--- src/design/sld_pkg.sv ---
`timescale 1ns / 1ps
`default_nettype none

package sld_pkg;

    localparam int FIXED_LENGTH_DEF = 10;
    localparam int PADDR_W          = 3;
    localparam int PDATA_W          = 32;

    localparam logic [7:0] MARK_FIXED  = 8'hff;
    localparam logic [7:0] HEAD_FIRST  = 8'ha5;
    localparam logic [7:0] HEAD_SECOND = 8'h5a;
    localparam logic [7:0] TRAILER_AT  = 8'd3;

    localparam logic [1:0] MODE_FIXED = 2'd0;
    localparam logic [1:0] MODE_VAR   = 2'd1;

    localparam logic REG_FRAME_MODE = 1'b0;

    typedef enum logic [2:0] {
        PH_HUNT      = 3'd0,
        PH_FIX_PAY   = 3'd1,
        PH_FIX_CLOSE = 3'd2,
        PH_SAW_HEAD  = 3'd3,
        PH_LENGTH    = 3'd4,
        PH_VAR_PAY   = 3'd5,
        PH_TRAILER   = 3'd6
    } phase_t;

    typedef enum logic [2:0] {
        EV_PAYLOAD   = 3'd0,
        EV_FIX_DONE  = 3'd1,
        EV_VAR_DONE  = 3'd2,
        EV_RESTART   = 3'd3,
        EV_DROP      = 3'd4
    } event_kind_t;

    typedef struct packed {
        logic        valid;
        event_kind_t kind;
        logic [7:0]  index;
        logic [7:0]  value;
    } result_t;

endpackage

`default_nettype wire

--- src/design/sensor_link_deframer_unit.sv ---
`timescale 1ns / 1ps
`default_nettype none

// Frame recognizer for received serial bytes. Each accepted data_byte item steps the
// frame state machine once and yields at most one result item (payload byte with its
// index, frame done, restart or drop). Throughput is one item per clock while out_valid is
// not held by a low out_ready; each item waits in the input register, and the state
// machine step lands in the result register that drives out_valid. A result held at the
// output keeps the next item in the input register and the input stalls until out_ready
// returns. frame_mode at byte address 0 selects fixed 0xff-delimited frames, variable
// headed frames, or none, and is sampled only while hunting for a frame start.

module sensor_link_deframer_unit #(
    parameter int FIXED_LENGTH = sld_pkg::FIXED_LENGTH_DEF
) (
    input  wire logic                        clk,
    input  wire logic                        rst_n,
    input  wire logic                        psel,
    input  wire logic                        penable,
    input  wire logic                        pwrite,
    input  wire logic [sld_pkg::PADDR_W-1:0] paddr,
    input  wire logic [sld_pkg::PDATA_W-1:0] pwdata,
    output logic      [sld_pkg::PDATA_W-1:0] prdata,
    output logic                             pready,
    input  wire logic                        in_valid,
    output logic                             in_ready,
    input  wire logic [7:0]                  data_byte,
    output logic                             out_valid,
    input  wire logic                        out_ready,
    output logic      [2:0]                  event_kind,
    output logic      [7:0]                  byte_index,
    output logic      [7:0]                  payload_value
);
    import sld_pkg::*;

    logic       in_valid_reg;
    logic       in_valid_next;
    logic [7:0] in_byte_reg;
    logic       out_valid_reg;
    logic       out_valid_next;
    logic [2:0] event_kind_reg;
    logic [7:0] byte_index_reg;
    logic [7:0] payload_value_reg;
    logic       advance;
    logic [1:0] frame_mode;
    result_t    res;

    sld_apb_regs u_regs (
        .clk        (clk),
        .rst_n      (rst_n),
        .psel       (psel),
        .penable    (penable),
        .pwrite     (pwrite),
        .paddr      (paddr),
        .pwdata     (pwdata),
        .prdata     (prdata),
        .pready     (pready),
        .frame_mode (frame_mode)
    );

    sld_frame_fsm #(
        .FIXED_LENGTH (FIXED_LENGTH)
    ) u_fsm (
        .clk        (clk),
        .rst_n      (rst_n),
        .step_en    (advance),
        .step_byte  (in_byte_reg),
        .frame_mode (frame_mode),
        .res        (res)
    );

    assign advance  = in_valid_reg && (!out_valid_reg || out_ready);
    assign in_ready = !in_valid_reg || advance;

    always_comb
    begin
        in_valid_next = in_valid_reg;
        if (in_valid && in_ready)
        begin
            in_valid_next = 1'b1;
        end
        else if (advance)
        begin
            in_valid_next = 1'b0;
        end

        out_valid_next = out_valid_reg;
        if (advance)
        begin
            out_valid_next = res.valid;
        end
        else if (out_ready)
        begin
            out_valid_next = 1'b0;
        end
    end

    always_ff @(posedge clk or negedge rst_n)
    begin
        if (!rst_n)
        begin
            in_valid_reg  <= 1'b0;
            out_valid_reg <= 1'b0;
        end
        else
        begin
            in_valid_reg  <= in_valid_next;
            out_valid_reg <= out_valid_next;
        end
    end

    always_ff @(posedge clk)
    begin
        if (in_valid && in_ready)
        begin
            in_byte_reg <= data_byte;
        end
        if (advance && res.valid)
        begin
            event_kind_reg    <= res.kind;
            byte_index_reg    <= res.index;
            payload_value_reg <= res.value;
        end
    end

    assign out_valid     = out_valid_reg;
    assign event_kind    = event_kind_reg;
    assign byte_index    = byte_index_reg;
    assign payload_value = payload_value_reg;

endmodule

`default_nettype wire

--- src/design/sld_apb_regs.sv ---
`timescale 1ns / 1ps
`default_nettype none

module sld_apb_regs (
    input  wire logic                        clk,
    input  wire logic                        rst_n,
    input  wire logic                        psel,
    input  wire logic                        penable,
    input  wire logic                        pwrite,
    input  wire logic [sld_pkg::PADDR_W-1:0] paddr,
    input  wire logic [sld_pkg::PDATA_W-1:0] pwdata,
    output logic      [sld_pkg::PDATA_W-1:0] prdata,
    output logic                             pready,
    output logic      [1:0]                  frame_mode
);
    import sld_pkg::*;

    logic [1:0] frame_mode_reg;
    logic [1:0] frame_mode_next;
    logic       wr_frame_mode;

    assign pready        = 1'b1;
    assign wr_frame_mode = psel && penable && pwrite && (paddr[2] == REG_FRAME_MODE);

    always_comb
    begin
        frame_mode_next = frame_mode_reg;
        if (wr_frame_mode)
        begin
            frame_mode_next = pwdata[1:0];
        end
    end

    always_ff @(posedge clk or negedge rst_n)
    begin
        if (!rst_n)
        begin
            frame_mode_reg <= MODE_FIXED;
        end
        else
        begin
            frame_mode_reg <= frame_mode_next;
        end
    end

    always_comb
    begin
        prdata = '0;
        if (paddr[2] == REG_FRAME_MODE)
        begin
            prdata = {{(PDATA_W-2){1'b0}}, frame_mode_reg};
        end
    end

    assign frame_mode = frame_mode_reg;

endmodule

`default_nettype wire

--- src/design/sld_frame_fsm.sv ---
`timescale 1ns / 1ps
`default_nettype none

module sld_frame_fsm #(
    parameter int FIXED_LENGTH = sld_pkg::FIXED_LENGTH_DEF
) (
    input  wire logic            clk,
    input  wire logic            rst_n,
    input  wire logic            step_en,
    input  wire logic [7:0]      step_byte,
    input  wire logic [1:0]      frame_mode,
    output sld_pkg::result_t     res
);
    import sld_pkg::*;

    localparam logic [7:0] FIXED_LEN8 = 8'(FIXED_LENGTH);

    phase_t     phase_reg;
    phase_t     phase_next;
    logic [7:0] byte_count_reg;
    logic [7:0] byte_count_next;
    logic [7:0] bytes_left_reg;
    logic [7:0] bytes_left_next;

    always_ff @(posedge clk or negedge rst_n)
    begin
        if (!rst_n)
        begin
            phase_reg      <= PH_HUNT;
            byte_count_reg <= 8'd0;
            bytes_left_reg <= 8'd0;
        end
        else if (step_en)
        begin
            phase_reg      <= phase_next;
            byte_count_reg <= byte_count_next;
            bytes_left_reg <= bytes_left_next;
        end
    end

    always_comb
    begin
        phase_next      = phase_reg;
        byte_count_next = byte_count_reg;
        bytes_left_next = bytes_left_reg;
        res.valid       = 1'b0;
        res.kind        = EV_PAYLOAD;
        res.index       = byte_count_reg;
        res.value       = 8'd0;
        case (phase_reg)
            PH_HUNT:
            begin
                if (step_byte == MARK_FIXED && frame_mode == MODE_FIXED)
                begin
                    phase_next = PH_FIX_PAY;
                end
                else if (step_byte == HEAD_FIRST && frame_mode == MODE_VAR)
                begin
                    phase_next = PH_SAW_HEAD;
                end
                byte_count_next = 8'd0;
            end
            PH_FIX_PAY:
            begin
                if (step_byte == MARK_FIXED && byte_count_reg != FIXED_LEN8)
                begin
                    byte_count_next = 8'd0;
                    res.valid       = 1'b1;
                    res.kind        = EV_RESTART;
                end
                else if (step_byte == MARK_FIXED)
                begin
                    phase_next = PH_FIX_CLOSE;
                end
                else if (byte_count_reg > FIXED_LEN8)
                begin
                    phase_next = PH_HUNT;
                    res.valid  = 1'b1;
                    res.kind   = EV_DROP;
                end
                else
                begin
                    byte_count_next = byte_count_reg + 8'd1;
                    res.valid       = 1'b1;
                    res.value       = step_byte;
                end
            end
            PH_FIX_CLOSE:
            begin
                byte_count_next = 8'd0;
                phase_next      = PH_HUNT;
                res.valid       = 1'b1;
                res.kind        = EV_FIX_DONE;
            end
            PH_SAW_HEAD:
            begin
                phase_next = (step_byte == HEAD_SECOND) ? PH_LENGTH : PH_HUNT;
            end
            PH_LENGTH:
            begin
                bytes_left_next = step_byte;
                phase_next      = PH_VAR_PAY;
            end
            PH_VAR_PAY:
            begin
                if (bytes_left_reg == TRAILER_AT)
                begin
                    phase_next = PH_TRAILER;
                end
                else
                begin
                    byte_count_next = byte_count_reg + 8'd1;
                    bytes_left_next = bytes_left_reg - 8'd1;
                    res.valid       = 1'b1;
                    res.value       = step_byte;
                end
            end
            PH_TRAILER:
            begin
                byte_count_next = 8'd0;
                phase_next      = PH_HUNT;
                res.valid       = 1'b1;
                res.kind        = EV_VAR_DONE;
            end
            default:
            begin
                phase_next = PH_HUNT;
            end
        endcase
    end

    // fixed frame count never runs past one beyond the frame length
    a_fix_count_bound: assert property (@(posedge clk) disable iff (!rst_n)
        phase_reg == PH_FIX_PAY |-> byte_count_reg <= FIXED_LEN8 + 8'd1)
        else $error("fixed frame count out of range");

    a_drop_to_hunt: assert property (@(posedge clk) disable iff (!rst_n)
        step_en && res.valid && res.kind == EV_DROP |=> phase_reg == PH_HUNT)
        else $error("dropped frame did not return to hunting");

    a_done_clears: assert property (@(posedge clk) disable iff (!rst_n)
        step_en && (phase_reg == PH_FIX_CLOSE || phase_reg == PH_TRAILER)
        |=> phase_reg == PH_HUNT && byte_count_reg == 8'd0)
        else $error("frame completion did not clear state");

    a_close_needs_full: assert property (@(posedge clk) disable iff (!rst_n)
        phase_reg == PH_FIX_CLOSE |-> byte_count_reg == FIXED_LEN8)
        else $error("fixed frame closed at wrong count");

endmodule

`default_nettype wire
--- config.mk ---
export PLATFORM = sky130hd
export DESIGN_NAME = sensor_link_deframer_unit
export DESIGN_NICKNAME = d
export VERILOG_FILES = /design/src/design/sld_pkg.sv /design/src/design/sensor_link_deframer_unit.sv /design/src/design/sld_apb_regs.sv /design/src/design/sld_frame_fsm.sv
export SDC_FILE = /design/constraint.sdc
export NUM_CORES = 1
export LEC_CHECK = 0
export ABC_AREA = 1
export BUFFER_PORTS_ARGS = -buffer_cell sky130_fd_sc_hd__buf_2
export CAP_MARGIN = 20
export CELL_PAD_IN_SITES_DETAIL_PLACEMENT = 1
export CELL_PAD_IN_SITES_GLOBAL_PLACEMENT = 1
export CORE_ASPECT_RATIO = 0.8
export CORE_MARGIN = 1
export CORE_UTILIZATION = 40
export CTS_CLUSTER_DIAMETER = 150
export DETAILED_ROUTE_END_ITERATION = 16
export GPL_ROUTABILITY_DRIVEN = 0
export HOLD_SLACK_MARGIN = 0.06
export PLACE_DENSITY = 0.86
export RECOVER_POWER = 25
export SYNTH_ARGS = -nofsm -noshare
export SYNTH_HDL_FRONTEND = slang
export SYNTH_SLANG_ARGS = --single-unit
--- constraint.sdc ---
create_clock -name clk -period 5.25 [get_ports clk]
set_input_delay 0.7875 -clock clk [delete_from_list [all_inputs] [get_ports clk]]
set_output_delay 0.7875 -clock clk [all_outputs]
set_load 0.01 [all_outputs]
# After elaboration in Yosys (flattened, before gate mapping)
# Cells that the tools add are included.
word_totals:
  inputBits: 50
  wordCells: 88
  out_inout_bits: 54
  reg_bits: 50
op_classes:
  reduce_logical: 24
  n_mux: 31
  n_eq_ne: 19
  n_bitwise: 1
  addsub: 2
  order_cmp: 1
op_table:
  columns: ["operator", "count"]
  rows:
  - ["$mux W8", 9]
  - ["$pmux W8 S2", 2]
  - ["$mux W3", 8]
  - ["$pmux W8 S3", 1]
  - ["$eq A8 B8 Y1 const B", 2]
  - ["$pmux W3 S5", 1]
  - ["$reduce_and A5 Y1", 2]
  - ["$eq A3 B3 Y1 const B", 3]
  - ["$logic_and A1 B1 Y1", 9]
  - ["$pmux W3 S3", 1]
  - ["$add A8 B1 Y8 const B", 1]
  - ["$eq A8 B2 Y1 const B", 1]
  - ["$eq A8 B7 Y1 const B", 1]
  - ["$gt A8 B4 Y1 const B", 1]
  - ["$mux W4", 2]
  - ["$ne A8 B4 Y1 const B", 1]
  - ["$sub A8 B1 Y8 const B", 1]
  - ["$eq A3 B2 Y1 const B", 2]
  - ["$ne A3 B1 Y1 const B", 2]
  - ["$reduce_bool A2 Y1", 3]
  - ["$mux W1", 5]
  - ["$ne A2 B2 Y1 const B", 2]
  - ["$eq A3 B1 Y1 const B", 1]
  - ["$logic_not A3 Y1", 1]
  - ["other kinds (14)", 16]

# Longest topological paths before layout
depth:
  depth_word: 6
  ltp_mapped: 11

# Hierarchy
# From an unflattened synthesis, not the netlist that was laid out.
hier_totals:
  cells_unflattened: 365
  area_unflattened_um2: 3011.6
modules_own_cells:
  columns: ["mod", "area_each_um2", "seq_area_each_um2", "cells_per_inst", "n_inst"]
  rows:
  - ["sld_frame_fsm", 1742.9, 475.5, 273, 1]
  - ["sensor_link_deframer_unit", 917.1, 860.8, 42, 1]
  - ["sld_apb_regs", 351.6, 50.0, 50, 1]

# Worst setup path before layout
# Ideal clock, no wire load.
synth_path:
  path_kind: "register -> register"
  start: "register u_fsm.phase_reg[1]"
  end: "register byte_index_reg[0] (netlist: byte_index[0]) (enable)"
  period_less_slack_ns: 2.046
  path_stages_with_launch: 9
  setup_ns: 0.374
  setup_slack_ns: 3.204
  arrival_time_ns: 1.672
  cell_sequence: "dfrtp_1 -> inv_1 -> ha_1 -> nand2_4 -> nor2_4 -> inv_1 -> nand3_1 -> nand3_1 -> inv_1"
synth_via:
  elab_chain_cells: 4
  elab_cells_between_ends: 7
synth_rtl:
  columns: ["item", "line", "rtl"]
  rows:
  - ["start, declared", "sld_frame_fsm.sv:18", "phase_t phase_reg;"]
  - ["start signal, assigned", "sld_frame_fsm.sv:35", "phase_reg <= phase_next;"]
  - ["$eq A3 B2 Y1 or $eq A3 B3 Y1 (tied branches)", "sld_frame_fsm.sv:50", "case (phase_reg)"]
  - ["$reduce_or A2 Y1 (no line)", null, null]
  - ["$pmux W1 S3 *", "sld_frame_fsm.sv:50", null]
  - ["$logic_and A1 B1 Y1 *", "sensor_link_deframer_unit.sv:118", "if (advance && res.valid)"]
  - ["end signal, assigned", "sensor_link_deframer_unit.sv:121", "byte_index_reg <= res.index;"]
  - ["end, declared", "sensor_link_deframer_unit.sv:42", "logic [7:0] byte_index_reg;"]
# Every way passes the cells marked *; elsewhere a longest branch is shown, timed or not.
# A chain may end at the register's enable or synchronous reset.

# Final worst setup path
# Ends and elaborated chain as after synthesis.

==> summary.md <==
| Metric | Value |
|---|---|
| Outcome | `complete, no violations` |
| Io pins | `104` |
| Largest net degree at the start of global routing | `24` |
| GR Util met3 | `3.10%` |
| Skew final | `0.00564 ns` |
| Max Cap Viol | `0` |
| Crit path arrival time | `2.51 ns` |
| Most frequent cells in the layout | `89 x nand2_1, 44 x inv_1, 39 x buf_2` |
| Post-Syn Instances | `371` |
| Commonest non-fill, non-tap cell in the layout | `nand2_1` |
| Final setup TNS | `0 ns` |
| N_diodes | `0` |
| Initial antenna violation count | `0` |
| Startpoint types | `register` |
| Number of global-route vias before repair | `2548` |
| Pre-CTS setup slack | `2.66 ns` |
| Met2 Use GR | `34.9%` |
| Setup violators final | `0` |
| Worst Setup End Kind | `register` |
| Post-route design area | `3440 sq um` |
| Worst-Margin Slew | `1.48 ns` |
| DRT iter0 DRCs | `71` |
| Mapped Area | `3110 sq um` |
| Layout cell share with drive strength beyond 1 | `20.8%` |
| Peak supply drop | `0.205 mV` |
| Filler instances | `949` |
| Comb pwr share | `31.2%` |
| Wire per inst | `13.9 microns` |
| Vias per cell | `4.74` |
| Syn Area/Cell | `8.39 sq um` |
| Detailed-placement wirelength estimate | `5580 microns` |
| Met1 GRT Util | `24.5%` |
| Post-route clock period utilization | `49.1%` |
| Core area | `7460 sq um` |
| TritonCTS buffer count | `5` |
| Final hold vios | `0` |
| Clock Power Share | `25.8%` |
| Yosys reg bits | `50` |
| Seq pwr share | `42.9%` |
| Grt total ovfl | `0` |
| DRC viols | `0` |
| Slew margin rel. | `1.17%` |
| Antenna viol nets, final | `0` |
| Hold WC Path Type | `reg2reg` |
| Synth cell types | `29` |
| Hold_buf cts | `0` |
| RSZ-0062 raised after global routing | `false` |
| Crit-path max FO | `19` |
| GR Util All Layers | `19.5%` |
| P_sw | `441 uW` |
| Fmax | `0.388 GHz` |
| Die area | `8140 sq um` |
| Nets@finish | `473` |
| Die Height | `80.9 microns` |
| Chip width | `101 microns` |
| Clk slew on worst S/H paths | `0.09 ns` |
| Floorplan row count | `28` |
| Vias | `2459` |
| Slew Limit Fails | `0` |
| Bufs on Longest Clock Path | `2` |
| Power Density | `358 nW/um^2` |
| Minimum clock period | `2.58 ns` |
| WL final | `7240 microns` |
| Critical path class | `reg2reg` |
| Seq/Total Area, Yosys | `44.5%` |
| First-pass GRT wire length | `12100 microns` |
| First drt pass iteration count | `4` |
| Post-CTS setup buffer count | `0` |
| H-tree Lvls | `2` |
| I/O Buffers | `40` |
| CTS tree | `done` |
| Sequential standard cell area | `1390 sq um` |
| Root buffer cell | `clkbuf_8` |
| Cell Int Power | `790 uW` |
| Placed inst area | `3310 sq um` |
| GR peak layer | `met2` |
| Multi-input logic area | `1390 sq um` |
| CTS resizes | `0` |
| Layout area overhead | `10.4%` |
| Worst skew pair latency | `0.30 ns` |
| CTS Sinks | `50` |
| Initial cell density of the core | `41.7%` |
| Setup WS post-layout | `2.67 ns` |
| Critical Path RT | `5.19 ns` |
| Switch share | `35.8%` |
| Leakage | `0.00178 uW` |
| Synth Warn # | `0` |
-- layout make-up --
type	instances	share of cell area, %
clock buffers	5	2.00
clock inverters	3	1.86
inverters	52	5.68
multi-input cells	264	40.5
flip-flops and latches	50	40.3
well taps	105	3.82
repair buffers	40	5.79
-- power groups by stage --
stage	Clock (uW)	Sequential [uW]	Combinational [uW]
2_1_floorplan	0	542	265
6_report	318	528	385
4_1_cts	329	529	387
3_3_place_gp	0	532	363
3_5_place_dp	0	537	383
5_1_grt	340	537	430
-- stage by stage --
step | util (%) | hold WS [ns] | cells | total power (uW)
final | 46.1 | 0.525 | 519 | 1230
after global routing | 46.1 | 0.550 | 519 | 1310
after CTS | 46.1 | 0.496 | 519 | 1240
after detailed placement | 44.3 | 0.500 | 511 | 920
after global placement | 44.3 | 0.486 | 511 | 895
after floorplan | - | 0.465 | 400 | 807
-- cell families after synthesis --
kind of cell | share of synthesized area, %
flops | 44.5
simple gates | 30.3
other cells | 0.241
fa+ha+maj | 4.02
compound gates | 5.50
buf+inv | 14.3
xor+xnor | 1.12
-- metal layers --
layer / share of wire [%] / wire length (microns)
met5: 0 / 0
met3: 3.6 / 261
met4: 1.4 / 102
met1: 45 / 3250
met2: 50 / 3620
-- cell usage after synthesis --
cell / number / area (sq um)
nand3b_1: 1 / 7.51
nand4_2: 1 / 12.5
buf_4: 32 / 240
xor2_1: 4 / 35.0
nand4_1: 7 / 43.8
inv_1: 44 / 165
nand2_1: 89 / 334
nor2_4: 6 / 67.6
inv_2: 8 / 30.0
o22ai_1: 1 / 6.26
nand3_1: 25 / 125
nand2_2: 10 / 62.6
ha_1: 10 / 125
nand3_2: 2 / 20.0
o211ai_1: 1 / 7.51
dfrtp_1: 23 / 576
o21ai_1: 8 / 40.0
buf_1: 1 / 3.75
nand2_4: 6 / 67.6
a21oi_2: 2 / 17.5
nor2_1: 24 / 90.1
nor2_8: 2 / 40.0
conb_1: 2 / 7.51
o21ai_0: 12 / 60.1
nor3_1: 11 / 55.1
nor2_2: 3 / 18.8
edfxtp_1: 27 / 811
a21oi_1: 8 / 40.0
buf_2: 1 / 5.00
-- critical path, cell delays in order, from the launching register on --
cell and delay, ns:
dfrtp_1 0.42, inv_1 0.18, ha_1 0.29, nand2_4 0.18
nor2_4 0.23, inv_1 0.08, nand3_1 0.10, nand3_1 0.12
inv_1 0.60
-- worst paths after layout --
check                                               startpoint                                   to  slack, ns  cells past startpoint
max                             u_fsm.phase_reg[1]$_DFFE_PN0P_              byte_index[0]$_DFFE_PP_       2.67                      8
min                        u_fsm.bytes_left_reg[5]$_DFFE_PN0P_  u_fsm.bytes_left_reg[5]$_DFFE_PN0P_       0.52                      2
max reg2reg                     u_fsm.phase_reg[1]$_DFFE_PN0P_              byte_index[0]$_DFFE_PP_       2.67                      8
min reg2reg                u_fsm.bytes_left_reg[5]$_DFFE_PN0P_  u_fsm.bytes_left_reg[5]$_DFFE_PN0P_       0.52                      2
max in group asynchronous                                rst_n  u_fsm.byte_count_reg[1]$_DFFE_PN0P_       3.57                      1
min in group asynchronous                                rst_n  u_fsm.bytes_left_reg[6]$_DFFE_PN0P_       0.82                      1
No activity file was read; power rests on OpenSTA's default activity.
